==> config.mk <==
export PLATFORM = sky130hd
export DESIGN_NAME = sag_envelope_soft_clipper
export DESIGN_NICKNAME = d
export VERILOG_FILES = /design/src/sv/sagclip_pkg.sv /design/src/sv/sag_envelope_soft_clipper.sv /design/src/sv/sagclip_alu.sv
export SDC_FILE = /design/constraint.sdc
export NUM_CORES = 2
export LEC_CHECK = 0
export ABC_AREA = 1
export BUFFER_PORTS_ARGS = -buffer_cell sky130_fd_sc_hd__buf_2
export CAP_MARGIN = 20
export CELL_PAD_IN_SITES_DETAIL_PLACEMENT = 1
export CELL_PAD_IN_SITES_GLOBAL_PLACEMENT = 1
export CORE_MARGIN = 10
export CORE_UTILIZATION = 45
export CTS_CLUSTER_DIAMETER = 120
export DETAILED_ROUTE_END_ITERATION = 8
export HOLD_SLACK_MARGIN = 0.06
export PLACE_DENSITY_LB_ADDON = 0.08
export SKIP_LAST_GASP = 1
export SYNTH_ARGS = -nofsm -noshare
export SYNTH_HDL_FRONTEND = slang
export SYNTH_SLANG_ARGS = --single-unit
==> constraint.sdc <==
create_clock -name clk -period 27.3 [get_ports clk]
set_input_delay 6.825 -clock clk [delete_from_list [all_inputs] [get_ports clk]]
set_output_delay 6.825 -clock clk [all_outputs]
set_load 0.005 [all_outputs]
==> src/sv/sagclip_pkg.sv <==
// ----------------------------------------------------------------------------
// sagclip_pkg
// Shared types and constants for the sag envelope soft clipper: the request
// and response of the bit-serial arithmetic unit and the fixed-point constants.
// ----------------------------------------------------------------------------
package sagclip_pkg;

  // Arithmetic unit widths
  localparam int ALU_AW = 36;   // multiplicand and multiplier
  localparam int ALU_PW = 72;   // product
  localparam int ALU_NW = 64;   // dividend and quotient
  localparam int ALU_DW = 32;   // divisor and remainder
  localparam int ALU_CW = 7;    // iteration counter

  localparam logic [ALU_CW-1:0] MUL_CYCLES = 7'd36;
  localparam logic [ALU_CW-1:0] DIV_CYCLES = 7'd64;

  // Configuration port
  localparam int CFG_IW = 3;
  localparam int CFG_DW = 24;

  localparam logic [CFG_IW-1:0] REG_ATTACK  = 3'd0;
  localparam logic [CFG_IW-1:0] REG_RELEASE = 3'd1;
  localparam logic [CFG_IW-1:0] REG_SAG_AMT = 3'd2;
  localparam logic [CFG_IW-1:0] REG_SAG_DB  = 3'd3;
  localparam logic [CFG_IW-1:0] REG_DRIVE   = 3'd4;
  localparam logic [CFG_IW-1:0] REG_CHANS   = 3'd5;

  // Fixed-point constants
  localparam logic [ALU_AW-1:0] LN2_Q32        = 36'd2977044472;
  localparam logic [ALU_AW-1:0] DB_TO_LOG2_Q32 = 36'd713378626;
  localparam logic [ALU_AW-1:0] TWO_LOG2E_Q24  = 36'd48408813;
  localparam logic [30:0]       ONE_Q30        = 31'd1073741824;

  typedef enum logic {
    ALU_MUL = 1'b0,
    ALU_DIV = 1'b1
  } alu_op_t;

  typedef struct packed {
    logic              start;
    alu_op_t           op;
    logic [ALU_AW-1:0] a;
    logic [ALU_AW-1:0] b;
    logic [ALU_NW-1:0] n;
    logic [ALU_DW-1:0] d;
  } alu_req_t;

  typedef struct packed {
    logic              done;
    logic [ALU_PW-1:0] result;
  } alu_rsp_t;

endpackage

==> src/sv/sag_envelope_soft_clipper.sv <==
// ----------------------------------------------------------------------------
// sag_envelope_soft_clipper
// Peak envelope follower with decibel sag gain and tanh soft clip per frame.
// One frame is in work at a time, and the sag gain and the clip have short-cut
// paths. Products and quotients come from the shared bit-serial unit.
// Synchronous active-low reset restores the register defaults, clears envelope.
// ----------------------------------------------------------------------------
module sag_envelope_soft_clipper #(
  parameter int SAMPLE_BITS  = 24,
  parameter int MAX_CHANNELS = 2
) (
  input  logic                                  clk,
  input  logic                                  rst_n,
  input  logic                                  in_valid,
  output logic                                  in_ready,
  input  logic signed [SAMPLE_BITS-1:0]         in_raw_left,
  input  logic signed [SAMPLE_BITS-1:0]         in_raw_right,
  input  logic signed [SAMPLE_BITS-1:0]         in_filtered_left,
  input  logic signed [SAMPLE_BITS-1:0]         in_filtered_right,
  output logic                                  out_valid,
  input  logic                                  out_ready,
  output logic signed [SAMPLE_BITS-1:0]         out_left,
  output logic signed [SAMPLE_BITS-1:0]         out_right,
  input  logic                                  cfg_valid,
  output logic                                  cfg_ready,
  input  logic [sagclip_pkg::CFG_IW-1:0]        cfg_index,
  input  logic [sagclip_pkg::CFG_DW-1:0]        cfg_data
);
  import sagclip_pkg::*;

  localparam int SB   = SAMPLE_BITS;
  localparam int FRAC = SAMPLE_BITS - 1;
  localparam int YW   = FRAC + 32;
  localparam int SH_R = (FRAC > 23) ? FRAC - 23 : 0;
  localparam int SH_L = (FRAC < 23) ? 23 - FRAC : 0;

  typedef enum logic [3:0] {
    S_IDLE = 4'b0001,
    S_RUN  = 4'b0010,
    S_WAIT = 4'b0100,
    S_OUT  = 4'b1000
  } state_t;

  // Microprogram steps
  localparam logic [4:0] ST_ENV  = 5'd0;
  localparam logic [4:0] ST_GAIN = 5'd1;
  localparam logic [4:0] ST_G1   = 5'd2;
  localparam logic [4:0] ST_G2   = 5'd3;
  localparam logic [4:0] ST_G3   = 5'd4;
  localparam logic [4:0] ST_POW  = 5'd5;
  localparam logic [4:0] ST_PZ   = 5'd6;
  localparam logic [4:0] ST_PZ2  = 5'd7;
  localparam logic [4:0] ST_PZ3  = 5'd8;
  localparam logic [4:0] ST_PD3  = 5'd9;
  localparam logic [4:0] ST_PZ4  = 5'd10;
  localparam logic [4:0] ST_PD4  = 5'd11;
  localparam logic [4:0] ST_PSQ  = 5'd12;
  localparam logic [4:0] ST_PSH  = 5'd13;
  localparam logic [4:0] ST_RET  = 5'd14;
  localparam logic [4:0] ST_C1   = 5'd15;
  localparam logic [4:0] ST_C2   = 5'd16;
  localparam logic [4:0] ST_C3   = 5'd17;
  localparam logic [4:0] ST_C4   = 5'd18;
  localparam logic [4:0] ST_C5   = 5'd19;

  state_t state_r, state_nxt;
  logic [4:0] step_r, step_nxt;

  // Configuration
  logic [23:0]        attack_r, release_r;
  logic [16:0]        sag_amt_r;
  logic signed [15:0] sag_db_r;
  logic [13:0]        drive_cfg_r;
  logic [1:0]         chan_cfg_r;

  // Work registers
  logic [SB-1:0] env_r, env_nxt;
  logic [SB-1:0] peak_r, peak_nxt;
  logic [SB-1:0] diff_r, diff_nxt;
  logic          ge_r, ge_nxt;
  logic [23:0]   coeff_r, coeff_nxt;
  logic [SB-1:0] fl_r, fl_nxt, fr_r, fr_nxt;
  logic          ch_r, ch_nxt;
  logic          chans2_r, chans2_nxt;
  logic [30:0]   gain_r, gain_nxt;
  logic [14:0]   m_r, m_nxt;
  logic [45:0]   e_r, e_nxt;
  logic [28:0]   z_r, z_nxt, zk_r, zk_nxt;
  logic [33:0]   p_r, p_nxt;
  logic [30:0]   pw_r, pw_nxt;
  logic [1:0]    sq_r, sq_nxt;
  logic          clip_call_r, clip_call_nxt;
  logic [34:0]   ad_r, ad_nxt;
  logic [30:0]   tq_r, tq_nxt, cm_r, cm_nxt;
  logic [SB-1:0] yl_r, yl_nxt, yr_r, yr_nxt;
  logic [SB-1:0] out_left_r, out_left_nxt, out_right_r, out_right_nxt;
  logic          out_valid_r, out_valid_nxt;

  alu_req_t req;
  alu_rsp_t rsp;

  // Helpers
  logic [SB-1:0]     mag_l, mag_r, pk, env_one, envc;
  logic [13:0]       drive;
  logic [15:0]       negdb;
  logic [SB-1:0]     cur_s, cur_mag;
  logic              cur_neg;
  logic [ALU_PW-1:0] res, env_sum, g2_sum, r29_sum, ad_full;
  logic [16:0]       m17;
  logic [33:0]       psum;
  logic [30:0]       num;
  logic [31:0]       den;
  logic [YW-1:0]     ys;
  logic [FRAC+1:0]   mo, mm, lim_neg, lim_pos, mneg;
  logic [SB-1:0]     outv;
  logic              in_acc;

  sagclip_alu u_alu (
    .clk   (clk),
    .rst_n (rst_n),
    .req   (req),
    .rsp   (rsp)
  );

  always_comb begin
    mag_l   = in_raw_left[SB-1] ? $unsigned(~in_raw_left + 1'b1) : $unsigned(in_raw_left);
    mag_r   = in_raw_right[SB-1] ? $unsigned(~in_raw_right + 1'b1) : $unsigned(in_raw_right);
    chans2_nxt = chans2_r;
    if (in_acc) begin
      chans2_nxt = (chan_cfg_r != 2'd1) && (MAX_CHANNELS > 1);
    end
    pk      = (chans2_nxt && (mag_r > mag_l)) ? mag_r : mag_l;
    env_one = SB'(1) << FRAC;
    envc    = (env_r > env_one) ? env_one : env_r;
    drive   = (drive_cfg_r < 14'd256) ? 14'd256 : drive_cfg_r;
    negdb   = ~sag_db_r + 16'd1;
    cur_s   = ch_r ? fr_r : fl_r;
    cur_neg = cur_s[SB-1];
    cur_mag = cur_neg ? (~cur_s + 1'b1) : cur_s;

    res     = rsp.result;
    env_sum = res + (72'd1 << 23);
    g2_sum  = res + (72'd1 << (FRAC + 15));
    m17     = g2_sum[FRAC+16 +: 17];
    r29_sum = res + (72'd1 << 29);
    ad_full = (res >> SH_R) << SH_L;
    psum    = p_r + 34'(res[28:0]) + 34'd2;
    num     = ONE_Q30 - pw_r;
    den     = 32'(ONE_Q30) + 32'(pw_r);

    // Round the clipped value to the sample grid and saturate
    ys      = (YW'(r29_sum[60:30]) << FRAC) + (YW'(1) << 29);
    mo      = ys[YW-1:30];
    lim_neg = (FRAC+2)'(1) << FRAC;
    lim_pos = lim_neg - 1'b1;
    if (cur_neg) begin
      mm   = (mo > lim_neg) ? lim_neg : mo;
      mneg = ~mm + 1'b1;
      outv = mneg[SB-1:0];
    end else begin
      mm   = (mo > lim_pos) ? lim_pos : mo;
      mneg = mm;
      outv = mm[SB-1:0];
    end
  end

  assign in_ready  = (state_r == S_IDLE);
  assign in_acc    = in_valid && in_ready;
  assign cfg_ready = 1'b1;
  assign out_valid = out_valid_r;
  assign out_left  = out_left_r;
  assign out_right = out_right_r;

  always_comb begin
    state_nxt     = state_r;
    step_nxt      = step_r;
    env_nxt       = env_r;
    peak_nxt      = peak_r;
    diff_nxt      = diff_r;
    ge_nxt        = ge_r;
    coeff_nxt     = coeff_r;
    fl_nxt        = fl_r;
    fr_nxt        = fr_r;
    ch_nxt        = ch_r;
    gain_nxt      = gain_r;
    m_nxt         = m_r;
    e_nxt         = e_r;
    z_nxt         = z_r;
    zk_nxt        = zk_r;
    p_nxt         = p_r;
    pw_nxt        = pw_r;
    sq_nxt        = sq_r;
    clip_call_nxt = clip_call_r;
    ad_nxt        = ad_r;
    tq_nxt        = tq_r;
    cm_nxt        = cm_r;
    yl_nxt        = yl_r;
    yr_nxt        = yr_r;
    out_left_nxt  = out_left_r;
    out_right_nxt = out_right_r;
    out_valid_nxt = out_valid_r && !out_ready;

    req.start = 1'b0;
    req.op    = ALU_MUL;
    req.a     = '0;
    req.b     = '0;
    req.n     = '0;
    req.d     = '0;

    case (state_r)
      S_IDLE: begin
        if (in_acc) begin
          peak_nxt  = pk;
          ge_nxt    = (env_r >= pk);
          diff_nxt  = (env_r >= pk) ? env_r - pk : pk - env_r;
          coeff_nxt = (pk > env_r) ? attack_r : release_r;
          fl_nxt    = in_filtered_left;
          fr_nxt    = in_filtered_right;
          ch_nxt    = 1'b0;
          yr_nxt    = '0;
          step_nxt  = ST_ENV;
          state_nxt = S_RUN;
        end
      end

      S_RUN: begin
        state_nxt = S_WAIT;
        req.start = 1'b1;
        case (step_r)
          ST_ENV: begin
            req.a = ALU_AW'(diff_r);
            req.b = ALU_AW'(coeff_r);
          end
          ST_GAIN: begin
            req.start = 1'b0;
            state_nxt = S_RUN;
            if (!sag_db_r[15]) begin
              gain_nxt = ONE_Q30;
              step_nxt = ST_C1;
            end else begin
              step_nxt = ST_G1;
            end
          end
          ST_G1: begin
            req.a = ALU_AW'(negdb);
            req.b = ALU_AW'(sag_amt_r);
          end
          ST_G2: begin
            req.a = ALU_AW'(e_r[32:0]);
            req.b = ALU_AW'(envc);
          end
          ST_G3: begin
            req.a = DB_TO_LOG2_Q32;
            req.b = ALU_AW'(m_r);
          end
          ST_POW: begin
            req.start = 1'b0;
            state_nxt = S_RUN;
            if (e_r[45:40] >= 6'd31) begin
              pw_nxt   = '0;
              step_nxt = ST_RET;
            end else begin
              step_nxt = ST_PZ;
            end
          end
          ST_PZ: begin
            req.a = LN2_Q32;
            req.b = ALU_AW'(e_r[39:8]);
          end
          ST_PZ2, ST_PZ3, ST_PZ4: begin
            req.a = ALU_AW'(zk_r);
            req.b = ALU_AW'(z_r);
          end
          ST_PD3: begin
            req.op = ALU_DIV;
            req.n  = ALU_NW'(zk_r);
            req.d  = 32'd6;
          end
          ST_PD4: begin
            req.op = ALU_DIV;
            req.n  = ALU_NW'(zk_r);
            req.d  = 32'd24;
          end
          ST_PSQ: begin
            req.a = ALU_AW'(pw_r);
            req.b = ALU_AW'(pw_r);
          end
          ST_PSH: begin
            req.start = 1'b0;
            state_nxt = S_RUN;
            pw_nxt    = pw_r >> e_r[44:40];
            step_nxt  = ST_RET;
          end
          ST_RET: begin
            req.start = 1'b0;
            state_nxt = S_RUN;
            if (clip_call_r) begin
              step_nxt = ST_C3;
            end else begin
              gain_nxt = pw_r;
              step_nxt = ST_C1;
            end
          end
          ST_C1: begin
            req.a = ALU_AW'(cur_mag);
            req.b = ALU_AW'(drive);
          end
          ST_C2: begin
            req.a = ALU_AW'(ad_r);
            req.b = TWO_LOG2E_Q24;
          end
          ST_C3: begin
            req.op = ALU_DIV;
            req.n  = (ALU_NW'(num) << 30) + ALU_NW'(den >> 1);
            req.d  = den;
          end
          ST_C4: begin
            req.op = ALU_DIV;
            req.n  = (ALU_NW'(tq_r) << 8) + ALU_NW'(drive >> 1);
            req.d  = ALU_DW'(drive);
          end
          ST_C5: begin
            req.a = ALU_AW'(cm_r);
            req.b = ALU_AW'(gain_r);
          end
          default: begin
            req.start = 1'b0;
            state_nxt = S_IDLE;
          end
        endcase
      end

      S_WAIT: begin
        if (rsp.done) begin
          state_nxt = S_RUN;
          case (step_r)
            ST_ENV: begin
              env_nxt  = ge_r ? peak_r + env_sum[24 +: SB] : peak_r - env_sum[24 +: SB];
              step_nxt = ST_GAIN;
            end
            ST_G1: begin
              e_nxt    = res[45:0];
              step_nxt = ST_G2;
            end
            ST_G2: begin
              if (m17 >= 17'd25600) begin
                gain_nxt = '0;
                step_nxt = ST_C1;
              end else begin
                m_nxt    = m17[14:0];
                step_nxt = ST_G3;
              end
            end
            ST_G3: begin
              e_nxt         = res[45:0];
              clip_call_nxt = 1'b0;
              step_nxt      = ST_POW;
            end
            ST_PZ: begin
              z_nxt    = res[63:35];
              zk_nxt   = res[63:35];
              p_nxt    = (34'd1 << 32) - 34'(res[63:35]);
              step_nxt = ST_PZ2;
            end
            ST_PZ2: begin
              zk_nxt   = res[60:32];
              p_nxt    = p_r + 34'(res[60:33]);
              step_nxt = ST_PZ3;
            end
            ST_PZ3: begin
              zk_nxt   = res[60:32];
              step_nxt = ST_PD3;
            end
            ST_PD3: begin
              p_nxt    = p_r - 34'(res[28:0]);
              step_nxt = ST_PZ4;
            end
            ST_PZ4: begin
              zk_nxt   = res[60:32];
              step_nxt = ST_PD4;
            end
            ST_PD4: begin
              pw_nxt   = psum[32:2];
              sq_nxt   = '0;
              step_nxt = ST_PSQ;
            end
            ST_PSQ: begin
              pw_nxt = r29_sum[60:30];
              sq_nxt = sq_r + 1'b1;
              if (sq_r == 2'd2) begin
                step_nxt = ST_PSH;
              end
            end
            ST_C1: begin
              if (ad_full >= (72'd12 << 31)) begin
                pw_nxt   = '0;
                step_nxt = ST_C3;
              end else begin
                ad_nxt   = ad_full[34:0];
                step_nxt = ST_C2;
              end
            end
            ST_C2: begin
              e_nxt         = res[60:15];
              clip_call_nxt = 1'b1;
              step_nxt      = ST_POW;
            end
            ST_C3: begin
              tq_nxt   = res[30:0];
              step_nxt = ST_C4;
            end
            ST_C4: begin
              cm_nxt   = res[30:0];
              step_nxt = ST_C5;
            end
            ST_C5: begin
              if (!ch_r) begin
                yl_nxt = outv;
                if (chans2_r) begin
                  ch_nxt   = 1'b1;
                  step_nxt = ST_C1;
                end else begin
                  state_nxt = S_OUT;
                end
              end else begin
                yr_nxt    = outv;
                state_nxt = S_OUT;
              end
            end
            default: begin
              state_nxt = S_IDLE;
            end
          endcase
        end
      end

      S_OUT: begin
        // hold until the output register is free
        if (!out_valid_r || out_ready) begin
          out_left_nxt  = yl_r;
          out_right_nxt = yr_r;
          out_valid_nxt = 1'b1;
          state_nxt     = S_IDLE;
        end
      end

      default: begin
        state_nxt = S_IDLE;
      end
    endcase
  end

  always_ff @(posedge clk) begin
    if (!rst_n) begin
      state_r     <= S_IDLE;
      out_valid_r <= 1'b0;
      env_r       <= '0;
      attack_r    <= 24'd16000000;
      release_r   <= 24'd16770000;
      sag_amt_r   <= 17'd0;
      sag_db_r    <= -16'sd1536;
      drive_cfg_r <= 14'd512;
      chan_cfg_r  <= 2'd2;
    end else begin
      state_r     <= state_nxt;
      out_valid_r <= out_valid_nxt;
      env_r       <= env_nxt;
      if (cfg_valid && cfg_ready) begin
        case (cfg_index)
          REG_ATTACK:  attack_r    <= cfg_data[23:0];
          REG_RELEASE: release_r   <= cfg_data[23:0];
          REG_SAG_AMT: sag_amt_r   <= cfg_data[16:0];
          REG_SAG_DB:  sag_db_r    <= cfg_data[15:0];
          REG_DRIVE:   drive_cfg_r <= cfg_data[13:0];
          REG_CHANS:   chan_cfg_r  <= cfg_data[1:0];
          default: begin
          end
        endcase
      end
    end
    step_r      <= step_nxt;
    peak_r      <= peak_nxt;
    diff_r      <= diff_nxt;
    ge_r        <= ge_nxt;
    coeff_r     <= coeff_nxt;
    fl_r        <= fl_nxt;
    fr_r        <= fr_nxt;
    ch_r        <= ch_nxt;
    chans2_r    <= chans2_nxt;
    gain_r      <= gain_nxt;
    m_r         <= m_nxt;
    e_r         <= e_nxt;
    z_r         <= z_nxt;
    zk_r        <= zk_nxt;
    p_r         <= p_nxt;
    pw_r        <= pw_nxt;
    sq_r        <= sq_nxt;
    clip_call_r <= clip_call_nxt;
    ad_r        <= ad_nxt;
    tq_r        <= tq_nxt;
    cm_r        <= cm_nxt;
    yl_r        <= yl_nxt;
    yr_r        <= yr_nxt;
    out_left_r  <= out_left_nxt;
    out_right_r <= out_right_nxt;
  end

endmodule

==> src/sv/sagclip_alu.sv <==
// ----------------------------------------------------------------------------
// sagclip_alu
// Bit-serial multiplier and restoring divider sharing one sequencer. A product
// takes one multiplier bit per cycle, a quotient one dividend bit per cycle.
// ----------------------------------------------------------------------------
module sagclip_alu (
  input  logic                  clk,
  input  logic                  rst_n,
  input  sagclip_pkg::alu_req_t req,
  output sagclip_pkg::alu_rsp_t rsp
);
  import sagclip_pkg::*;

  logic              busy_r, busy_nxt;
  logic              done_r, done_nxt;
  alu_op_t           op_r, op_nxt;
  logic [ALU_CW-1:0] cnt_r, cnt_nxt;
  logic [ALU_PW-1:0] acc_r, acc_nxt;
  logic [ALU_AW-1:0] mcand_r, mcand_nxt;
  logic [ALU_NW-1:0] quo_r, quo_nxt;
  logic [ALU_DW-1:0] rem_r, rem_nxt;
  logic [ALU_DW-1:0] div_r, div_nxt;

  logic [ALU_AW:0]   msum;
  logic [ALU_DW:0]   r2;
  logic [ALU_DW:0]   rdiff;
  logic              ge;

  always_comb begin
    msum  = {1'b0, acc_r[ALU_PW-1:ALU_AW]} + (acc_r[0] ? {1'b0, mcand_r} : '0);
    r2    = {rem_r, quo_r[ALU_NW-1]};
    rdiff = r2 - {1'b0, div_r};
    ge    = (r2 >= {1'b0, div_r});

    busy_nxt  = busy_r;
    done_nxt  = 1'b0;
    op_nxt    = op_r;
    cnt_nxt   = cnt_r;
    acc_nxt   = acc_r;
    mcand_nxt = mcand_r;
    quo_nxt   = quo_r;
    rem_nxt   = rem_r;
    div_nxt   = div_r;

    if (req.start) begin
      busy_nxt  = 1'b1;
      op_nxt    = req.op;
      cnt_nxt   = (req.op == ALU_MUL) ? MUL_CYCLES : DIV_CYCLES;
      acc_nxt   = {{(ALU_PW-ALU_AW){1'b0}}, req.b};
      mcand_nxt = req.a;
      quo_nxt   = req.n;
      rem_nxt   = '0;
      div_nxt   = req.d;
    end else if (busy_r) begin
      if (op_r == ALU_MUL) begin
        acc_nxt = {msum, acc_r[ALU_AW-1:1]};
      end else begin
        rem_nxt = ge ? rdiff[ALU_DW-1:0] : r2[ALU_DW-1:0];
        quo_nxt = {quo_r[ALU_NW-2:0], ge};
      end
      cnt_nxt = cnt_r - 1'b1;
      if (cnt_r == 7'd1) begin
        busy_nxt = 1'b0;
        done_nxt = 1'b1;
      end
    end
  end

  always_ff @(posedge clk) begin
    if (!rst_n) begin
      busy_r <= 1'b0;
      done_r <= 1'b0;
    end else begin
      busy_r <= busy_nxt;
      done_r <= done_nxt;
    end
    op_r    <= op_nxt;
    cnt_r   <= cnt_nxt;
    acc_r   <= acc_nxt;
    mcand_r <= mcand_nxt;
    quo_r   <= quo_nxt;
    rem_r   <= rem_nxt;
    div_r   <= div_nxt;
  end

  assign rsp.done   = done_r;
  assign rsp.result = (op_r == ALU_MUL) ? acc_r : {{(ALU_PW-ALU_NW){1'b0}}, quo_r};

endmodule
==> impl_metrics.py <==
metrics = {
    "setup_path": {
        "critical_path_class": "input pin to register",
        "cp_data_arrival_time_ns": 15.93,
        "path_delay_family": "simple AND/OR/NAND/NOR gates",
        "required_ns": 27.80,
        "critPathBufInv": 9,
        "critPathMostFrequentCell": "inv_1",
        "start_kind": "input pin",
        "slowest_delay_ns": 0.64,
        "crit_path_max_fanout": 28,
        "endpoint_kind": "register",
        "critPathSlowestCell": "o21ai_0",
    },
    "power": {
        "vdd_drop_max_mv": 0.0585,
        "powerDensity_nw_per_um2": 90.4,
        "leakage_nw": 27.3,
        "power_w": 0.00592,
    },
    "drt": {
        "dr.pass1.iters": 6,
        "ant_nets": 0,
        "top_layer": "met5",
        "drc": 0,
        "wl_met1_um": 110000,
        "drt_iter0_markers": 6982,
        "vias": 57700,
        "wl_met2_um": 118000,
        "wl_um": 276000,
        "routed_via_density": 6.15,
        "wl_met3_um": 30200,
        "wl_per_cell_um": 29.4,
    },
    "yosys": {
        "ys_ff_latch": 909,
        "synth_top_family_by_area": "simple AND/OR/NAND/NOR gates",
        "ys_types": 74,
        "syn_area_per_cell_sq_um": 7.96,
        "yosys_warnings": 0,
        "synthAdderAreaFrac_pct": 6.13,
        "synth_xor_area_share_pct": 3.95,
        "synth_flop_cell": "edfxtp_1",
        "synth_fp_nets": 7809,
        "synth_mux_area_share_pct": 0.969,
        "ys_seq_area_share_pct": 43.0,
        "netlist_area_sq_um": 58900,
        "synthSimpleGateAreaFrac_pct": 22.2,
        "synth_compound_area_share_pct": 16.1,
        "syn_inst": 7397,
        "asyncSetResetFlopFracSynth_pct": 0,
        "synth_edf_count": 712,
    },
    "status": {
        "status": "finished, final reports clean",
    },
    "cts": {
        "cts_tree": "yes",
        "clkTransAtPathRegs_ns": 0.06,
        "cts_buffers": 105,
        "post_cts_buffers": 0,
        "h-tree-depth": 3,
        "insertion_delay_ns": 0.76,
        "root_buffer": "clkbuf_16",
        "cts.sinks": 909,
        "postCtsHoldBufs": 0,
        "cts_buffer_depth": 3,
        "ctsResizeCount": 0,
    },
    "final_layout": {
        "layout.nets": 7946,
        "syn2layout_area_growth_pct": 11.2,
        "post-route-util_pct": 50.5,
        "layout-drive-gt1-share_pct": 9.34,
    },
    "floorplan": {
        "rows": 132,
        "initial_core_util_pct": 45.4,
        "die_area_sq_um": 146000,
        "core-area_sq_um": 130000,
        "fp.dieW_um": 382,
        "die_h_um": 382,
        "io_pins": 179,
    },
    "sta": {
        "skew_ns": 0.0801,
        "fmax_mhz": 64.8,
        "maxSlewViolCount": 0,
        "fin_crit_sh_pct": 56.5,
        "grt_setup_unrepaired": "no",
        "finalSetupTns_ns": 0,
        "finalHoldViolCount": 0,
        "worst_slew_pin_slew_ns": 1.24,
        "layout_min_cycle_time_ns": 15.43,
        "setup_viol": 0,
        "relSlewSlack_pct": 16.3,
    },
    "grt": {
        "grt_usage_pct": 36.4,
        "grt_max_degree": 105,
        "grt_pass1_vias": 56500,
        "grt_overflow": 0,
        "antenna_found_initial": 33,
        "grt_pass1_wl_um": 395000,
    },
    "place": {
        "io_buffers": 177,
        "post-dp-hpwl_um": 212000,
        "gp_congestion": 1.02,
    },
    "run": {
        "maxCapViolations": 0,
    },
    "worst_hold_path": {
        "hp-class": "register to register",
    },
}
==> synth_stat cells (all sizes together) (12+ instances only) <==
cell / instances / area, sq um
a21boi: 14 / 105
nor3: 126 / 651
inv: 860 / 3230
nand4: 84 / 532
o22ai: 35 / 219
a2111oi: 16 / 140
clkbuf: 230 / 863
o21a: 23 / 173
xnor2: 69 / 604
ha: 276 / 3450
or2: 62 / 388
edfxtp: 712 / 21400
nor4: 28 / 175
mux2i: 30 / 300
clkinv: 17 / 63.8
a211oi: 20 / 150
a22o: 25 / 219
o311ai: 12 / 105
o211ai: 78 / 586
a22oi: 14 / 105
o221ai: 26 / 228
o2111ai: 14 / 123
nand3: 305 / 1560
nand2: 1696 / 6520
mux2: 24 / 270
a221oi: 73 / 639
o21ai: 727 / 3710
a21oi: 424 / 2130
xor2: 197 / 1730
buf: 51 / 319
a31oi: 41 / 257
dfxtp: 197 / 3940
o31ai: 25 / 188
nor2: 797 / 3190
==> metrics by stage <==
step           hold slack (ns)  setup slack (ns)  cell area [sq um]  cells
2_1_floorplan            0.400             11.18              58900   7397
3_3_place_gp             0.402             11.16              62000   9163
4_1_cts                  0.415             11.84              65400   9361
3_5_place_dp             0.406             11.08              62100   9167
6_report                 0.418             11.87              65500   9376
5_1_grt                  0.425             10.60              65500   9364
==> flip-flops by register name, indices dropped and copies added, names as in the netlist, 29 cells and up <==
name,flops
u_alu.rem_r,32
u_alu.div_r,32
u_alu.acc_r,72
e_r,46
z_r,29
p_r,33
zk_r,29
pw_r,31
ad_r,35
u_alu.quo_r,64
gain_r,31
u_alu.mcand_r,35
tq_r,31
cm_r,31
==> power by group <==
part	total, W	leakage [nW]	switching (W)	internal, W
Combinational	0.00257	17.6	0.00185	0.000711
Sequential	0.00192	8.08	0.000137	0.00178
Clock	0.00143	1.64	0.000629	0.000805
==> routing by layer <==
| metal | vias up | GRT usage (%) |
|---|---|---|
| met5 | - | 0.0330 |
| met4 | 22 | 19.5 |
| met3 | 706 | 9.12 |
| met2 | 3004 | 54.8 |
| met1 | 28500 | 47.8 |
| li1 | 25500 | - |
==> cell families after synthesis <==
| logic type | count (synthesis) |
|---|---|
| other cells | 1 |
| flops | 909 |
| xor+xnor | 266 |
| compound gates | 1614 |
| simple gates | 3111 |
| buf+inv | 1158 |
| mux | 54 |
| fa+ha+maj | 284 |
==> layout make-up <==
| type | count | area [sq um] |
|---|---|---|
| flip-flops and latches | 909 | 25300 |
| multi-input cells | 5330 | 29300 |
| clock inverters | 52 | 499 |
| inverters | 877 | 3300 |
| diodes | 13 | 32.5 |
| repair buffers | 311 | 1970 |
| fillers | 15900 | 64300 |
| clock buffers | 142 | 2880 |
| well taps | 1742 | 2180 |
==> path summary, 6_finish.rpt <==
check | start | endpoint | slack (ns) | depth (start not counted)
worst max-delay path | in_raw_right[0] | diff_r[23] | 11.87 | 44
worst min-delay path | yl_r[1] | out_left[1] | 0.42 | 0
worst max register to register | state_r[3] | diff_r[23] | 19.60 | 28
worst min register to register | yl_r[1] | out_left[1] | 0.42 | 0
==> placed cells by master, fill, tap and decap left out, types with 28 or more instances in the layout <==
master	instances
buf_4	128
ha_1	276
xnor2_1	69
nor2_1	739
a221oi_1	73
dfxtp_1	197
nor2_2	28
nand2_1	1645
a21oi_1	420
clkbuf_1	29
xor2_1	197
nor2_4	28
nand3_1	299
edfxtp_1	712
clkbuf_16	108
mux2i_1	30
clkinv_1	29
o21ai_0	692
o22ai_1	35
nor3_1	119
buf_2	178
nand4_1	83
or2_2	61
o211ai_1	78
inv_1	842
a31oi_1	41
nand2_2	43
(Power assumes the default switching activity.)
